`config.mk`:
```
export PLATFORM = sky130hd
export DESIGN_NAME = proximity_leave_detector
export DESIGN_NICKNAME = d
export VERILOG_FILES = /design/src/design/pld_pkg.sv /design/src/design/proximity_leave_detector.sv /design/src/design/pld_cfg_regs.sv
export SDC_FILE = /design/constraint.sdc
export NUM_CORES = 1
export LEC_CHECK = 0
export ABC_CLOCK_PERIOD_IN_PS = 10500
export BUFFER_PORTS_ARGS = -buffer_cell sky130_fd_sc_hd__buf_2
export CAP_MARGIN = 30
export CORE_MARGIN = 2
export CORE_UTILIZATION = 40
export DETAILED_ROUTE_END_ITERATION = 12
export GPL_TIMING_DRIVEN = 0
export MAX_ROUTING_LAYER = met4
export PLACE_DENSITY_LB_ADDON = 0.12
export SYNTH_ARGS = -nofsm -noshare
export SYNTH_HDL_FRONTEND = slang
export SYNTH_HIERARCHICAL = 1
export SYNTH_SLANG_ARGS = --single-unit
```
`constraint.sdc`:
```
create_clock -name clk -period 10.5 [get_ports clk]
set_input_delay 1.05 -clock clk [delete_from_list [all_inputs] [get_ports clk]]
set_output_delay 1.05 -clock clk [all_outputs]
set_load 0.02 [all_outputs]
```
`src/design/pld_pkg.sv`:
```
package pld_pkg;

    // Widths of the configuration registers and of the result fields
    localparam int CFG_DIST_W   = 24;
    localparam int CFG_MS_W     = 16;
    localparam int APB_DATA_W   = 32;
    localparam int APB_ADDR_W   = 5;
    localparam int OUT_DATA_W   = 32;

    // Register indexes, byte address is 4 * index
    typedef enum logic [2:0] {
        REG_ENABLE         = 3'd0,
        REG_MAX_DISTANCE   = 3'd1,
        REG_TOLERANCE      = 3'd2,
        REG_CHECK_INTERVAL = 3'd3,
        REG_RETRY_DELAY    = 3'd4,
        REG_RESTART_WINDOW = 3'd5
    } reg_index_t;

    // Reset values of the registers
    localparam logic [CFG_DIST_W-1:0] MAX_DISTANCE_RST   = CFG_DIST_W'(256);
    localparam logic [CFG_DIST_W-1:0] TOLERANCE_RST      = '0;
    localparam logic [CFG_MS_W-1:0]   CHECK_INTERVAL_RST = CFG_MS_W'(100);
    localparam logic [CFG_MS_W-1:0]   RETRY_DELAY_RST    = CFG_MS_W'(1000);
    localparam logic [CFG_MS_W-1:0]   RESTART_WINDOW_RST = CFG_MS_W'(2000);

    // Register contents as seen by the datapath
    typedef struct packed {
        logic                  enable;
        logic [CFG_DIST_W-1:0] max_distance;
        logic [CFG_DIST_W-1:0] tolerance;
        logic [CFG_MS_W-1:0]   check_interval_ms;
        logic [CFG_MS_W-1:0]   retry_delay_ms;
        logic [CFG_MS_W-1:0]   restart_window_ms;
    } cfg_t;

endpackage

```
`src/design/proximity_leave_detector.sv`:
```
// Proximity leave detector: one sample per frame goes in on s_*, one result
// comes out on m_* for every sample, in order. A sample is captured in an input
// register, evaluated against the session state by a single compare/add pass
// and written to the result register; barring back-pressure from m_tready, a
// new sample is taken every clock and each result is presented on m_* from
// the result register. Registers (APB, byte address 4*index):
// enable, max_distance, tolerance, check_interval_ms, retry_delay_ms,
// restart_window_ms; write them only while no sample is in flight.
module proximity_leave_detector
    import pld_pkg::*;
#(
    parameter int DISTANCE_WIDTH = 24,
    parameter int PARTNER_WIDTH  = 32,
    parameter int TIME_WIDTH     = 32
)
(
    input  logic                  clk,
    input  logic                  rst_n,
    input  logic                  psel,
    input  logic                  penable,
    input  logic                  pwrite,
    input  logic [APB_ADDR_W-1:0] paddr,
    input  logic [APB_DATA_W-1:0] pwdata,
    output logic [APB_DATA_W-1:0] prdata,
    output logic                  pready,
    input  logic                  s_tvalid,
    output logic                  s_tready,
    // session_active, partner_id, time_ms, camera_flag, distance_valid,
    // distance, zero fill
    input  logic [(((3+PARTNER_WIDTH+TIME_WIDTH+DISTANCE_WIDTH)+7)/8)*8-1:0] s_tdata,
    output logic                  m_tvalid,
    input  logic                  m_tready,
    // request_exit, in_session, session_ignored, session_armed,
    // tracked_minimum[23:0], zero fill
    output logic [OUT_DATA_W-1:0] m_tdata
);

    localparam int PW    = PARTNER_WIDTH;
    localparam int TW    = TIME_WIDTH;
    localparam int DW    = DISTANCE_WIDTH;
    localparam int CMP_W = ((DW > CFG_DIST_W) ? DW : CFG_DIST_W) + 1;

    localparam int P_LSB = 1;
    localparam int T_LSB = P_LSB + PW;
    localparam int C_BIT = T_LSB + TW;
    localparam int V_BIT = C_BIT + 1;
    localparam int D_LSB = V_BIT + 1;

    cfg_t cfg;

    pld_cfg_regs u_cfg_regs (
        .clk     (clk),
        .rst_n   (rst_n),
        .psel    (psel),
        .penable (penable),
        .pwrite  (pwrite),
        .paddr   (paddr),
        .pwdata  (pwdata),
        .prdata  (prdata),
        .pready  (pready),
        .cfg     (cfg)
    );

    // Input register
    logic          in_valid_reg;
    logic          active_reg;
    logic [PW-1:0] partner_reg;
    logic [TW-1:0] now_reg;
    logic          camera_reg;
    logic          dvalid_reg;
    logic [DW-1:0] dist_reg;

    // Result register
    logic                  out_valid_reg;
    logic                  req_out_reg;
    logic                  sess_out_reg;
    logic                  ign_out_reg;
    logic                  arm_out_reg;
    logic [CFG_DIST_W-1:0] min_out_reg;

    // Session state
    logic          conv_reg, conv_next;
    logic [PW-1:0] cur_reg, cur_next;
    logic          armed_reg, armed_next;
    logic          ign_reg, ign_next;
    logic          far_reg, far_next;
    logic [DW-1:0] min_reg, min_next;
    logic [TW-1:0] nct_reg, nct_next;
    logic [PW-1:0] lexp_reg, lexp_next;
    logic [TW-1:0] ltime_reg, ltime_next;
    logic          rec_reg, rec_next;
    logic          req_next;

    logic advance;
    logic step;

    assign advance  = !out_valid_reg || m_tready;
    assign step     = in_valid_reg && advance;
    assign s_tready = !in_valid_reg || advance;
    assign m_tvalid = out_valid_reg;
    assign m_tdata  = OUT_DATA_W'({min_out_reg, arm_out_reg, ign_out_reg,
                                   sess_out_reg, req_out_reg});

    // Capture input transfer
    always_ff @(posedge clk or negedge rst_n)
    begin
        if (!rst_n)
        begin
            in_valid_reg <= 1'b0;
        end
        else if (s_tready)
        begin
            in_valid_reg <= s_tvalid;
        end
    end

    always_ff @(posedge clk)
    begin
        if (s_tvalid && s_tready)
        begin
            active_reg  <= s_tdata[0];
            partner_reg <= s_tdata[T_LSB-1:P_LSB];
            now_reg     <= s_tdata[C_BIT-1:T_LSB];
            camera_reg  <= s_tdata[C_BIT];
            dvalid_reg  <= s_tdata[V_BIT];
            dist_reg    <= s_tdata[D_LSB+DW-1:D_LSB];
        end
    end

    // Session update for one sample
    always_comb
    begin
        logic          start;
        logic          restarted;
        logic [TW-1:0] since_exit;
        logic [TW-1:0] to_check;
        logic [CMP_W-1:0] dist_x;
        logic [CMP_W-1:0] max_x;
        logic [CMP_W-1:0] min_x;
        logic [CMP_W-1:0] bound_x;
        logic          beyond;
        logic          leaving;

        conv_next  = conv_reg;
        cur_next   = cur_reg;
        armed_next = armed_reg;
        ign_next   = ign_reg;
        far_next   = far_reg;
        min_next   = min_reg;
        nct_next   = nct_reg;
        lexp_next  = lexp_reg;
        ltime_next = ltime_reg;
        rec_next   = rec_reg;
        req_next   = 1'b0;
        min_x      = '0;
        bound_x    = '0;
        leaving    = 1'b0;
        to_check   = '0;

        start      = !conv_reg || (partner_reg != cur_reg);
        since_exit = now_reg - ltime_reg;
        restarted  = rec_reg && (partner_reg == lexp_reg) &&
                     (since_exit[TW-1] || (since_exit < TW'(cfg.restart_window_ms)));
        dist_x     = CMP_W'(dist_reg);
        max_x      = CMP_W'(cfg.max_distance);
        beyond     = dist_x > max_x;

        if (cfg.enable)
        begin
            if (!active_reg)
            begin
                conv_next = 1'b0;
            end
            else
            begin
                // new session on open or partner change
                if (start)
                begin
                    conv_next  = 1'b1;
                    cur_next   = partner_reg;
                    armed_next = 1'b0;
                    far_next   = 1'b0;
                    min_next   = '0;
                    ign_next   = restarted || camera_reg;
                    nct_next   = now_reg;
                end

                min_x    = CMP_W'(min_next);
                bound_x  = min_x + CMP_W'(cfg.tolerance);
                leaving  = !far_next || (dist_x > bound_x);
                to_check = now_reg - nct_next;

                // evaluation slot
                if (!ign_next && !to_check[TW-1])
                begin
                    nct_next = now_reg + TW'(cfg.check_interval_ms);
                    if (dvalid_reg)
                    begin
                        if (!armed_next)
                        begin
                            armed_next = 1'b1;
                            min_next   = dist_reg;
                            far_next   = beyond;
                        end
                        else if (beyond && leaving)
                        begin
                            lexp_next  = partner_reg;
                            ltime_next = now_reg;
                            rec_next   = 1'b1;
                            nct_next   = now_reg + TW'(cfg.retry_delay_ms);
                            req_next   = 1'b1;
                        end
                        else if (dist_x < min_x)
                        begin
                            min_next = dist_reg;
                        end
                    end
                end
            end
        end
    end

    // State and result registers
    always_ff @(posedge clk or negedge rst_n)
    begin
        if (!rst_n)
        begin
            conv_reg      <= 1'b0;
            cur_reg       <= '0;
            armed_reg     <= 1'b0;
            ign_reg       <= 1'b0;
            far_reg       <= 1'b0;
            min_reg       <= '0;
            nct_reg       <= '0;
            lexp_reg      <= '0;
            ltime_reg     <= '0;
            rec_reg       <= 1'b0;
            out_valid_reg <= 1'b0;
        end
        else
        begin
            if (step)
            begin
                conv_reg  <= conv_next;
                cur_reg   <= cur_next;
                armed_reg <= armed_next;
                ign_reg   <= ign_next;
                far_reg   <= far_next;
                min_reg   <= min_next;
                nct_reg   <= nct_next;
                lexp_reg  <= lexp_next;
                ltime_reg <= ltime_next;
                rec_reg   <= rec_next;
            end
            if (advance)
            begin
                out_valid_reg <= in_valid_reg;
            end
        end
    end

    always_ff @(posedge clk)
    begin
        if (step)
        begin
            req_out_reg  <= req_next;
            sess_out_reg <= conv_next;
            ign_out_reg  <= conv_next && ign_next;
            arm_out_reg  <= conv_next && armed_next;
            min_out_reg  <= conv_next ? CFG_DIST_W'(min_next) : '0;
        end
    end

`ifndef SYNTHESIS
    // An exit request always belongs to a live, tracked session
    assert property (@(posedge clk) disable iff (!rst_n)
        step && req_next |-> conv_next && armed_next && !ign_next)
        else $error("exit request outside an armed session");

    // Detector off leaves the session state untouched
    assert property (@(posedge clk) disable iff (!rst_n)
        step && !cfg.enable |=> $stable(conv_reg) && $stable(rec_reg) && !req_out_reg)
        else $error("state changed while detector disabled");

    // A request records the exit partner and time
    assert property (@(posedge clk) disable iff (!rst_n)
        step && req_next |=> rec_reg && (lexp_reg == $past(partner_reg))
                              && (ltime_reg == $past(now_reg)))
        else $error("exit not recorded");

    // Session flags in a result only while a session is shown
    assert property (@(posedge clk) disable iff (!rst_n)
        out_valid_reg && (ign_out_reg || arm_out_reg || req_out_reg) |-> sess_out_reg)
        else $error("session flags without a session");
`endif

endmodule

```
`src/design/pld_cfg_regs.sv`:
```
module pld_cfg_regs
    import pld_pkg::*;
(
    input  logic                  clk,
    input  logic                  rst_n,
    input  logic                  psel,
    input  logic                  penable,
    input  logic                  pwrite,
    input  logic [APB_ADDR_W-1:0] paddr,
    input  logic [APB_DATA_W-1:0] pwdata,
    output logic [APB_DATA_W-1:0] prdata,
    output logic                  pready,
    output cfg_t                  cfg
);

    cfg_t       cfg_reg;
    reg_index_t index;
    logic       wr_en;

    assign pready = 1'b1;
    assign index  = reg_index_t'(paddr[APB_ADDR_W-1:2]);
    assign wr_en  = psel && penable && pwrite;
    assign cfg    = cfg_reg;

    // Register writes on the access cycle
    always_ff @(posedge clk or negedge rst_n)
    begin
        if (!rst_n)
        begin
            cfg_reg.enable            <= 1'b0;
            cfg_reg.max_distance      <= MAX_DISTANCE_RST;
            cfg_reg.tolerance         <= TOLERANCE_RST;
            cfg_reg.check_interval_ms <= CHECK_INTERVAL_RST;
            cfg_reg.retry_delay_ms    <= RETRY_DELAY_RST;
            cfg_reg.restart_window_ms <= RESTART_WINDOW_RST;
        end
        else if (wr_en)
        begin
            case (index)
                REG_ENABLE:         cfg_reg.enable            <= pwdata[0];
                REG_MAX_DISTANCE:   cfg_reg.max_distance      <= pwdata[CFG_DIST_W-1:0];
                REG_TOLERANCE:      cfg_reg.tolerance         <= pwdata[CFG_DIST_W-1:0];
                REG_CHECK_INTERVAL: cfg_reg.check_interval_ms <= pwdata[CFG_MS_W-1:0];
                REG_RETRY_DELAY:    cfg_reg.retry_delay_ms    <= pwdata[CFG_MS_W-1:0];
                REG_RESTART_WINDOW: cfg_reg.restart_window_ms <= pwdata[CFG_MS_W-1:0];
                default:            ;
            endcase
        end
    end

    // Read mux
    always_comb
    begin
        prdata = '0;
        case (index)
            REG_ENABLE:         prdata = APB_DATA_W'(cfg_reg.enable);
            REG_MAX_DISTANCE:   prdata = APB_DATA_W'(cfg_reg.max_distance);
            REG_TOLERANCE:      prdata = APB_DATA_W'(cfg_reg.tolerance);
            REG_CHECK_INTERVAL: prdata = APB_DATA_W'(cfg_reg.check_interval_ms);
            REG_RETRY_DELAY:    prdata = APB_DATA_W'(cfg_reg.retry_delay_ms);
            REG_RESTART_WINDOW: prdata = APB_DATA_W'(cfg_reg.restart_window_ms);
            default:            prdata = '0;
        endcase
    end

endmodule

```
Word level (Yosys, flattened, before mapping)
Index checks and enable logic that the tools add are counted.

storage, ports and cells
  register bits after elaboration = 375
  bits in latches = 0
  memory bits (writable) = 0
  bits in read-only memories = 0
  input port bits = 140
  output and inout port bits = 67
  memories = 0

cells by class
  add/subtract/negate cells = 5
  $mul = 0
  divide/modulo/power cells = 0
  $lt $le $gt $ge = 4
  eq/ne operators = 7
  shift-type cells = 0
  mux-type cells = 40
  bitwise operators = 0
  reduce and logical (&&, ||, !) cells = 33

operators with widths
  cell                                                                    count
  24-bit two-way mux                                                      10
  32-bit two-way mux                                                      7
  24-bit case mux with 6 select lines                                     1
  32-bit by 16-bit adder with 32-bit output                               2
  32-bit subtractor                                                       2
  32-bit equality test                                                    1
  32-bit by 16-bit less-than comparator with 1-bit output                 1
  32-bit != test                                                          1
  24-bit by 24-bit adder with 25-bit output                               1
  24-bit by 25-bit greater-than comparator with 1-bit output              1
  24-bit greater-than comparator                                          1
  24-bit less-than comparator                                             1
  1-bit two-way mux                                                       22
  2-bit AND reduction                                                     6
  1-bit logical AND                                                       10
  7-bit AND reduction                                                     1
  3-bit by 2-bit equality test with 1-bit output (second input constant)  2
  3-bit equality test (second input constant)                             2
  1-bit zero test                                                         6
  1-bit logical OR                                                        6
  5-bit AND reduction                                                     1
  4-bit AND reduction                                                     1
  3-bit by 1-bit equality test with 1-bit output (second input constant)  1
  3-bit zero test                                                         1
  3-bit AND reduction                                                     1

Logic depth before layout (Yosys ltp)
  depth in word-level cells = 15
  depth in mapped cells = 35
  gate-level depth less buffers = 33

Hierarchy
The synthesis kept the hierarchy.

modules (own cells, without submodules)
  module                    times used  cells each  area each (um^2)
  proximity_leave_detector  1           1,929       19,388.6
  pld_cfg_regs              1           335         4,595.7

Worst setup path before layout
Ideal clock, no wire load.

  path type = reg2reg
  start point = register partner_reg[24]
  end point = register min_out_reg[10], data pin
  library setup time = 0.134 ns
  arrival time = 6.913 ns
  data required time = 10.366 ns
  setup slack = 3.453 ns
  cell stages (with the launch flop) = 35
  path through = edfxtp_1 > xor2_1 > or2_2 > nor3b_1 > nand4_1 > nor3_1 > clkbuf_1 > nand2_1 > inv_1 > ha_1 > a21o_1 > a21oi_1 > nor2b_1 > o21ai_0 > a21oi_1 > o311ai_0 > nand3_1 > o41ai_1 > o2111ai_1 > a21oi_1 > xor2_1 > ha_1 > nand3_1 > or4_1 > nor3_1 > a21oi_1 > o211ai_1 > a22o_1 > or2_2 > o211ai_1 > nand2_1 > and3_1 > o31ai_1 > clkbuf_1 > a32o_1

between the ends
  cells in the longest elaborated chain, start to end = 15

RTL lines
  element                                                     line                             source
  start, declared                                             proximity_leave_detector.sv:67   logic [PW-1:0] partner_reg;
  start signal, assigned                                      proximity_leave_detector.sv:122  partner_reg <= s_tdata[T_LSB-1:P_LSB];
  32-bit != test                                              proximity_leave_detector.sv:160  start = !conv_reg || (partner_reg != cur_reg);
  1-bit logical OR                                            proximity_leave_detector.sv:160
  24-bit two-way mux                                          proximity_leave_detector.sv:177  if (start)
  24-bit two-way mux                                          proximity_leave_detector.sv:170  if (!active_reg)
  24-bit two-way mux                                          proximity_leave_detector.sv:168  if (cfg.enable)
  24-bit by 24-bit adder with 25-bit output                   proximity_leave_detector.sv:189  bound_x = min_x + CMP_W'(cfg.tolerance);
  24-bit by 25-bit greater-than comparator with 1-bit output  proximity_leave_detector.sv:190  leaving = !far_next || (dist_x > bound_x);
  1-bit logical OR                                            proximity_leave_detector.sv:190
  1-bit logical AND                                           proximity_leave_detector.sv:205  else if (beyond && leaving)
  24-bit two-way mux                                          proximity_leave_detector.sv:205
  24-bit two-way mux                                          proximity_leave_detector.sv:199  if (!armed_next)
  24-bit two-way mux                                          proximity_leave_detector.sv:197  if (dvalid_reg)
  24-bit two-way mux                                          proximity_leave_detector.sv:194  if (!ign_next && !to_check[TW-1])
  24-bit two-way mux                                          proximity_leave_detector.sv:170
  24-bit two-way mux                                          proximity_leave_detector.sv:168
  end signal, assigned                                        proximity_leave_detector.sv:270  min_out_reg <= conv_next ? CFG_DIST_W'(min_next) : '0;
  end, declared                                               proximity_leave_detector.sv:79   logic [CFG_DIST_W-1:0] min_out_reg;

Parallel ways exist; a longest one is shown, timed or not. The select of a mux whose other input is x is not followed.
A chain may end at the register's enable or synchronous reset.

Final worst setup path
  start point = register partner_reg[24]
  end point = register min_out_reg[11], data pin

The elaborated chain is that of the path after synthesis.

==> metrics.md <==
| Metric | Value |
|---|---|
| CTS hold repair buffers | 0 |
| Width of the die | 249 um |
| Number of CTS-inserted buffers | 45 |
| Slowest cell on the critical path | nor3_1 |
| Slew at the pin closest to its max-slew limit | 1.01 ns |
| Height of the chip | 249 um |
| Power density over cell area | 172 nW/um^2 |
| CTS H-tree lvls | 2 |
| Area growth, synth to finish | 14.8% |
| Clk root buf | clkbuf_16 |
| Maximum fanout along the worst path | 10 |
| TritonCTS Sinks | ~380 |
| Library cell with the largest summed area after synthesis | dfrtp_1 |
| Starting density of the core | 0.406 |
| Critical Path Sink Type | flip-flop |
| Endpoint of the worst-slack reg-to-reg timing path | min_out_reg[11] |
| Detail-routed net length per standard cell | 22.5 um |
| Register bit count reported by yosys | around 380 |
| Number of nets with antenna violations after routing | 0 |
| Vias | 18700 |
| Setup-failing EPs final | 0 |
| Number of violations of the max-capacitance limit | 0 |
| Synthesized area per cell | between 10 and 15 sq um |
| Post-Syn Instances | 2264 |
| Reg2reg path depth | 35 |
| Count of cell types in the netlist | 86 |
| Share of synthesized registers carrying an async set or reset | 0.683 |
| Largest register FFs | 97 |
| Source of the critical timing path | partner_reg[24] |
| Die ar. | between 60000 and 70000 sq um |
| Worst slew slack as a fraction of its limit | 0.320 |
| Maximum number of pins on one net before global-route repair | 98 |
| Combined global-route utilization of all metal layers | 0.247 |
| Syn Std Cell Area | approximately 24000 sq um |
| Destination of the critical timing path | min_out_reg[11] |
| Main area contributors after synthesis | dfrtp_1, edfxtp_1, ha_1 |
| Hold Crit Class | input port to async pin |
| Final Total Pwr | 4730 uW |
| Core Area | 59100 sq um |
| Yosys top cell area share | 0.250 |
| Critical register-to-register path startpoint | partner_reg[24] |
| Pleak | 0.0126 uW |
| Filler cells | 5601 |
| Io pins | 207 |
| Count of nets after finishing | 2852 |
| Overflow after GRT | 0 |
| Sum of negative setup slack | 0 ns |
| Placer's final routability congestion estimate | roughly 0.95 |
| Post-Route Hold Slack | 0.463 ns |
| HPWL after detailed placement | between 50 and 60 mm |
| Final hold violation count | 0 |
| Clock-pin slew on the worst setup and hold paths | 0.06 ns |
| Post-route fraction of the period consumed by the critical path | 0.935 |
| Residual DRC count | 0 |
| Clock Latency Late Sink | ~0.6 ns |
| Leading cell types by count after synthesis | dfrtp_1, nand2_1, ha_1 |
| Number of iterations in the first detailed-routing pass | 5 |
| Standard-cell rows | 89 |
| Setup repair after global routing missed its margin | false |
| VDD IR max | 0.000128 V |
| Total wire length after detailed routing | 74.6 mm |
| Internal reg-to-reg setup slack | between 0.6 and 0.7 ns |
| Count of port buffers added during placement | about 180 |
| Tmin final | 9.82 ns |
| Result of the run | complete, no violations |
| Postcts setup bufs | 0 |
| Crit Path Category | flip-flop to flip-flop |
| Arrival time of data at the critical path endpoint | 10.26 ns |
| Sequential cell area fraction in the yosys report | 0.417 |
| DR iter-0 viols | 1474 |
| Most frequently used cell type in the post-synthesis netlist | dfrtp_1 |
| Count of synthesis-stage warnings from yosys | 6 |
| TritonCTS clock tree | done |
| Required time at the worst-slack endpoint | between 10 and 15 ns |
| Biggest cell delay along the critical path | 0.84 ns |
| Wire length of the first global-routing pass | 114 mm |
| Pins Over Slew Limit | 0 |
| Number of enable-type register cells in the synthesized netlist | 119 |
| Via count of the first global-routing pass | 18700 |
| Vias per cell | 5.64 |
| Post-route clock skew | between 0.04 and 0.05 ns |
| Number of resized instances in the post-cts repair step | 0 |
| Sort of element at the start of the critical path | flip-flop |
| Top cell by count, worst path | a21oi_1 |
| Top FF cell, synth | dfrtp_1 |
| Maximum buffer depth of the clock tree | 3 |
| Number of antenna violations at the first check in global routing | 1 |
| Share of final-layout standard cells stronger than drive strength 1 | 0.188 |
| F_max | slightly above 100 MHz |
## area by class of cell
class	instances	area (sq um)	share of cell area
clock buffers	63	1260	0.0460
clock inverters	21	245	0.00891
diodes	2	5.00	0.000182
multi-input cells	1670	12900	0.469
repair buffers	184	1020	0.0369
flip-flops and latches	375	10000	0.363
well taps	773	967	0.0351
inverters	126	473	0.0172
plain buffers	103	642	0.0233
## layer usage
metal	track usage	up-vias	share of wire
li1	-	8850	-
met1	0.345	9232	0.47
met2	0.382	528	0.45
met3	0.0305	87	0.050
met4	0.0601	0	0.023
met5	-	-	0
## metrics by stage
step / worst slack [ns] / util / cells / cell area [sq um]
after detailed placement: 0.913 / 0.440 / 3231 / 26000
after global routing: 0.0230 / 0.465 / 3315 / 27500
after CTS: 0.846 / 0.465 / 3315 / 27500
final: 0.679 / 0.465 / 3317 / 27500
after floorplan: 3.45 / - / 2274 / 24000
after global placement: 0.668 / 0.438 / 3225 / 25900
## power by group
part           switching, uW  total [uW]  internal (uW)
combinational            654        1160            504
sequential               227        1990           1760
clock                    655        1580            925
total                   1540        4730           3190
## critical path, delay by kind of cell, from the launching register on
kind / cells / cell delay (ns)
buffers and inverters: 4 / 1.37
XOR/XNOR: 2 / 0.38
AO/OA/AOI/OAI: 14 / 3.90
flip-flops: 1 / 0.47
adder cells (fa/ha/maj): 2 / 0.50
AND/OR/NAND/NOR: 13 / 3.05
## placed cells by master, fill, tap and decap left out, drive strengths merged, types with 62 or more instances in the layout
cell type,netlist,final
xor2,69,69
nor2,116,116
a21oi,105,105
inv,126,128
buf,54,238
o21ai,65,65
dfrtp,240,240
xnor2,62,62
mux2,178,178
ha,203,203
clkbuf,49,112
nand2,232,232
edfxtp,119,119
## worst min path at each step
stage                               to  cells past startpoint
floorplan                      rec_reg                      1
global placement               rec_reg                      1
detailed placement             rec_reg                      1
CTS                            rec_reg                      1
global route                   rec_reg                      1
finish              u_cfg_regs/cfg[26]                      1
## cell families (layout without fill, tap and decap cells)
family | count (synthesis) | after routing | share of synthesized area
simple gates | 608 | 608 | 0.124
compound gates | 475 | 475 | 0.141
flops | 375 | 375 | 0.417
mux | 236 | 236 | 0.113
buf+inv | 229 | 497 | 0.0465
fa+ha+maj | 207 | 207 | 0.109
xor+xnor | 131 | 131 | 0.0478
other cells | 3 | 15 | 0.000469
No activity file was read; power rests on OpenSTA's default activity.
